[config.mk]
export PLATFORM = sky130hd
export DESIGN_NAME = tsma_div
export DESIGN_NICKNAME = d
export VERILOG_FILES = /design/src/rtl/tsma_pkg.sv /design/src/rtl/tsma_div.sv
export SDC_FILE = /design/constraint.sdc
export NUM_CORES = 2
export LEC_CHECK = 0
export BUFFER_PORTS_ARGS = -buffer_cell sky130_fd_sc_hd__buf_2
export CORE_UTILIZATION = 28
export DETAILED_ROUTE_END_ITERATION = 12
export GPL_ROUTABILITY_DRIVEN = 0
export PLACE_DENSITY = 0.44
export SYNTH_ARGS = -nofsm -noshare
export SYNTH_HDL_FRONTEND = slang
export SYNTH_SLANG_ARGS = --single-unit
[constraint.sdc]
create_clock -name clk -period 7.4 [get_ports clk]
set_clock_uncertainty 0.1 [all_clocks]
set_input_delay 0.37 -clock clk [delete_from_list [all_inputs] [get_ports clk]]
set_output_delay 0.37 -clock clk [all_outputs]
set_load 0.03 [all_outputs]
[src/rtl/tsma_pkg.sv]
`timescale 1ns / 1ps
// ----------------------------------------------------------------------------
// tsma_pkg: shared constants and types
// Widths, window lengths, reciprocal constants and register map of the
// triple moving-average alignment block.
// ----------------------------------------------------------------------------
package tsma_pkg;

  // Price and sum widths
  localparam int unsigned PRICE_W = 32;
  localparam int unsigned SUM_W   = 40;
  localparam int unsigned HALF_W  = SUM_W / 2;
  localparam int unsigned LEN_W   = 8;
  localparam int unsigned PROD_W  = SUM_W + LEN_W;

  // Window lengths
  localparam int unsigned FAST_LEN = 20;
  localparam int unsigned MID_LEN  = 50;
  localparam int unsigned SLOW_LEN = 200;

  // Close history
  localparam int unsigned HIST_DEPTH = 256;
  localparam int unsigned HIST_AW    = $clog2(HIST_DEPTH);

  // Bar counter saturates at the largest warm-up length
  localparam int unsigned LIM_A      = (SLOW_LEN + 2 > MID_LEN + 1) ? SLOW_LEN + 2 : MID_LEN + 1;
  localparam int unsigned BARS_LIMIT = (LIM_A > FAST_LEN + 1) ? LIM_A : FAST_LEN + 1;
  localparam int unsigned BARS_W     = $clog2(BARS_LIMIT + 1);

  // Reciprocals for division by window length: floor(2^SUM_W / len)
  localparam logic [SUM_W-1:0] FAST_RECIP = SUM_W'((65'd1 << SUM_W) / FAST_LEN);
  localparam logic [SUM_W-1:0] MID_RECIP  = SUM_W'((65'd1 << SUM_W) / MID_LEN);
  localparam logic [SUM_W-1:0] SLOW_RECIP = SUM_W'((65'd1 << SUM_W) / SLOW_LEN);

  // Remainder after the estimated quotient stays below twice the length
  localparam int unsigned REM_W = LEN_W + 1;

  // Configuration port
  localparam int unsigned PADDR_W  = 3;
  localparam int unsigned PDATA_W  = 32;
  localparam int unsigned REG_IX_W = PADDR_W - 2;
  localparam logic [REG_IX_W-1:0] REG_MARKER_OFFSET = REG_IX_W'(0);
  localparam int unsigned OFFSET_W = 16;
  localparam logic [OFFSET_W-1:0] MARKER_OFFSET_RESET = OFFSET_W'(50);

  // Stage loads of the constant divider
  typedef struct packed {
    logic pp;   // load partial products
    logic acc;  // load quotient estimate
    logic rem;  // load remainder
  } div_en_t;

endpackage

[src/rtl/tsma_div.sv]
`timescale 1ns / 1ps
// ----------------------------------------------------------------------------
// tsma_div: pipelined division of a window sum by its length
// Reciprocal multiply in split partial products, then one remainder
// correction step. Three register stages, each loaded by its own enable.
// ----------------------------------------------------------------------------
module tsma_div (
  input  logic                          clk,
  input  tsma_pkg::div_en_t             en,
  input  logic [tsma_pkg::SUM_W-1:0]    x,
  input  logic [tsma_pkg::LEN_W-1:0]    divisor,
  input  logic [tsma_pkg::SUM_W-1:0]    recip,
  output logic [tsma_pkg::PRICE_W-1:0]  quot
);

  localparam int unsigned SW = tsma_pkg::SUM_W;
  localparam int unsigned HW = tsma_pkg::HALF_W;
  localparam int unsigned PW = 2 * SW;

  logic [SW-1:0]              pp_ll, pp_lh, pp_hl, pp_hh;
  logic [SW-1:0]              a_x, b_x, b_q;
  logic [PW-1:0]              prod;
  logic [SW-1:0]              diff;
  logic [tsma_pkg::REM_W-1:0] c_rem;
  logic [tsma_pkg::PRICE_W-1:0] c_q;

  // Partial products of x and the reciprocal, each half by half
  always_ff @(posedge clk) begin
    if (en.pp) begin
      pp_ll <= SW'(x[HW-1:0])  * SW'(recip[HW-1:0]);
      pp_lh <= SW'(x[HW-1:0])  * SW'(recip[SW-1:HW]);
      pp_hl <= SW'(x[SW-1:HW]) * SW'(recip[HW-1:0]);
      pp_hh <= SW'(x[SW-1:HW]) * SW'(recip[SW-1:HW]);
      a_x   <= x;
    end
  end

  // Sum the partial products; the top half is the quotient estimate
  assign prod = PW'(pp_ll) + ((PW'(pp_lh) + PW'(pp_hl)) << HW) + (PW'(pp_hh) << SW);

  always_ff @(posedge clk) begin
    if (en.acc) begin
      b_q <= prod[PW-1:SW];
      b_x <= a_x;
    end
  end

  // Estimate is the quotient or one below it; keep the remainder
  assign diff = b_x - SW'(b_q * SW'(divisor));

  always_ff @(posedge clk) begin
    if (en.rem) begin
      c_rem <= diff[tsma_pkg::REM_W-1:0];
      c_q   <= b_q[tsma_pkg::PRICE_W-1:0];
    end
  end

  // Correct the estimate by one where the remainder reaches the divisor
  assign quot = c_q + tsma_pkg::PRICE_W'(c_rem >= tsma_pkg::REM_W'(divisor));

endmodule

==> flow_summary.json <==
{
  "overflow": 0,
  "setup_viol": 0,
  "core_um2": 225000,
  "final_max_slew_viol_count": 0,
  "cts_resized": 0,
  "hold_violations": 0,
  "critical_path_required_ns": 7.77,
  "grt_usage_pct": 17.8,
  "crit_type": "in2reg",
  "clk-insertion-delay-late_ns": 0.66,
  "drt_iter0_drc": 2450,
  "crit_fanout": 11,
  "cap_violations": 0,
  "r2r-start": "pp_lh[0]$_DFFE_PP_",
  "grt_pass1_wl_mm": 309,
  "syn_area_per_cell_um2": 9.38,
  "synth-async-reset-ratio_pct": 0,
  "synth_area_um2": 63300,
  "drcViolationCount": 0,
  "htreeDepth": 1,
  "num-fill-cells": 23700,
  "row_count": 174,
  "antenna_found_initial": 34,
  "setup.worst_path.start": "x[27]",
  "syn_to_final_growth_pct": 11.9,
  "numCtsBuffers": 31,
  "cts_tree": "yes",
  "period_minus_slack_ns": 7.08,
  "holdWs_ns": 0.123,
  "cp.arrival_ns": 7.46,
  "ys.warnings.count": 0,
  "ioPinCount": 124,
  "dieArea_um2": 228000,
  "vias": 45300,
  "synth_edf_count": 223,
  "final_cell_mix": "1415 x inv_1, 1277 x fa_1, 871 x and2_1",
  "worst_pin_slew_ns": 1.08,
  "fmax_mhz": 141,
  "ctsHoldBuffers": 0,
  "netlist_instances": 6749,
  "hold_start": "x[6]",
  "end_kind": "flop",
  "start_util_pct": 28.2,
  "cts_root_buffer": "clkbuf_16",
  "rsz0062_at_grt": "false",
  "die_h_um": 477,
  "viasPerCell": 4.55,
  "final_core_util_pct": 31.5,
  "synthesis.nets": 8786,
  "wl_mm": 196,
  "final_common_cell": "inv_1",
  "synth_seq_cells": 223,
  "hold_class": "in2reg",
  "period_share_pct": 95.7,
  "slew_headroom_pct": 27.8,
  "ant_nets": 0,
  "drt_first_pass_iters": 5,
  "nets": 8976,
  "ys_types": 78,
  "grt_pass1_vias": 50000,
  "outcome": "finished, final reports clean",
  "yosysSeqAreaShare_pct": 10.6,
  "portBuffers": 123,
  "cts.path.max_buffers": 3,
  "cts.clk_slew.worst_paths_ns": 0.06,
  "grt_start_max_net_pins": 69,
  "drive_gt1_share_pct": 8.23,
  "crit_path_start_kind": "primary input",
  "wire_per_inst_um": 19.7,
  "synth-main-ff-cell": "edfxtp_1",
  "fp.dieW_um": 477,
  "dp_hpwl_mm": 167,
  "cts.sinks": 223,
  "postCtsSetupRepairBufs": 0
}
-- routing by layer --
| layer | wire length [um] | share of wire [%] | up-vias | track usage [%] |
|---|---|---|---|---|
| met2 | 92300 | 47 | 746 | 29.8 |
| met1 | 93700 | 48 | 23500 | 25.0 |
| li1 | - | - | 20800 | - |
| met4 | 2700 | 1.4 | 24 | 2.59 |
| met5 | 157 | 0.080 | - | 0 |
| met3 | 7440 | 3.8 | 131 | 1.82 |
-- cell usage after synthesis (all sizes together), types with 3 or more instances --
library cell | n | area share, %
o2111ai | 3 | 0.051
edfxtp | 223 | 11
xor2 | 82 | 1.1
a31oi | 15 | 0.15
nand2 | 853 | 5.1
a21bo | 3 | 0.047
a31o | 6 | 0.083
nor4 | 7 | 0.089
a41oi | 5 | 0.069
a211oi | 26 | 0.34
and3 | 30 | 0.30
o21ai | 77 | 0.61
nor2 | 101 | 0.60
a21o | 78 | 0.93
clkbuf | 325 | 1.9
nor2b | 18 | 0.18
o31a | 4 | 0.055
nand4 | 24 | 0.24
or4 | 7 | 0.095
a2111oi | 8 | 0.13
o31ai | 8 | 0.10
a211o | 4 | 0.055
or2 | 6 | 0.059
and4 | 7 | 0.097
nor3 | 46 | 0.36
and2 | 871 | 8.6
o221ai | 3 | 0.042
inv | 1416 | 8.4
or3 | 15 | 0.15
nand2b | 22 | 0.22
ha | 668 | 13
nand3b | 4 | 0.047
fa | 1277 | 40
a221oi | 5 | 0.069
nor3b | 6 | 0.071
o211ai | 18 | 0.22
a21boi | 9 | 0.11
nand3 | 51 | 0.40
o21a | 24 | 0.28
o21bai | 34 | 0.40
a21oi | 166 | 1.3
xnor2 | 164 | 2.3
o311ai | 5 | 0.081
-- path summary, 6_finish.rpt --
check	slack, ns	endpoint	cells after the start
setup reg to reg	0.77	b_q[18]$_DFFE_PP_	22
setup / recovery	0.32	pp_hl[38]$_DFFE_PP_	27
hold reg to reg	0.29	b_x[2]$_DFFE_PP_	0
hold / removal	0.12	a_x[6]$_DFFE_PP_	2
-- logic make-up after synthesis --
kind of cell             share of synthesized area, %
flip-flops                                       10.6
buffers and inverters                            10.3
XOR/XNOR                                         3.40
adder cells (fa/ha/maj)                          53.6
AND/OR/NAND/NOR                                  16.6
AO/OA/AOI/OAI                                    5.48
-- sequential cells by signal, summed over array words and instances (netlist names) --
| signal | cells |
|---|---|
| pp_hh | 32 |
| pp_hl | 40 |
| b_x | 9 |
| a_x | 9 |
| c_rem | 9 |
| pp_lh | 40 |
| b_q | 32 |
| pp_ll | 20 |
| c_q | 32 |
-- metrics by stage --
step	cell area [um2]	instances	setup TNS, ns	worst slack [ns]
after global routing	70800	9957	0	0.00471
final	70800	9963	0	0.315
after floorplan	63300	6749	0	0.625
after CTS	70800	9955	0	0.394
after global placement	69700	9898	-0.658	-0.222
after detailed placement	69700	9898	-0.960	-0.305
-- critical path, stage by stage --
cell	delay [ns]
buf_2	0.25
buf_12	0.21
and2_1	0.14
fa_1	0.40
fa_1	0.56
inv_1	0.05
fa_1	0.48
inv_1	0.05
fa_1	0.51
inv_1	0.06
fa_1	0.53
inv_1	0.05
fa_1	0.47
inv_1	0.05
fa_1	0.48
inv_1	0.05
ha_1	0.29
nand3_1	0.08
a21oi_1	0.13
o41ai_1	0.18
a2111oi_2	0.84
nor2_1	0.08
buf_4	0.18
o31ai_2	0.34
a211oi_1	0.15
or3_1	0.38
o311ai_1	0.07
-- cell type report --
cell class                      count  area [um2]  area share, %
Antenna cell                        8        20.0         0.0283
Clock buffer                       33         783           1.11
Clock inverter                     24         294          0.415
Inverter                         1416        5320           7.50
Multi-Input combinational cell   4783       50100           70.7
Sequential cell                   223        6700           9.46
Tap cell                         2992        3740           5.29
Timing Repair Buffer              484        3910           5.52
Power is not shown: default switching activity piles up to over one toggle a cycle in this logic, so the estimate is an artifact.
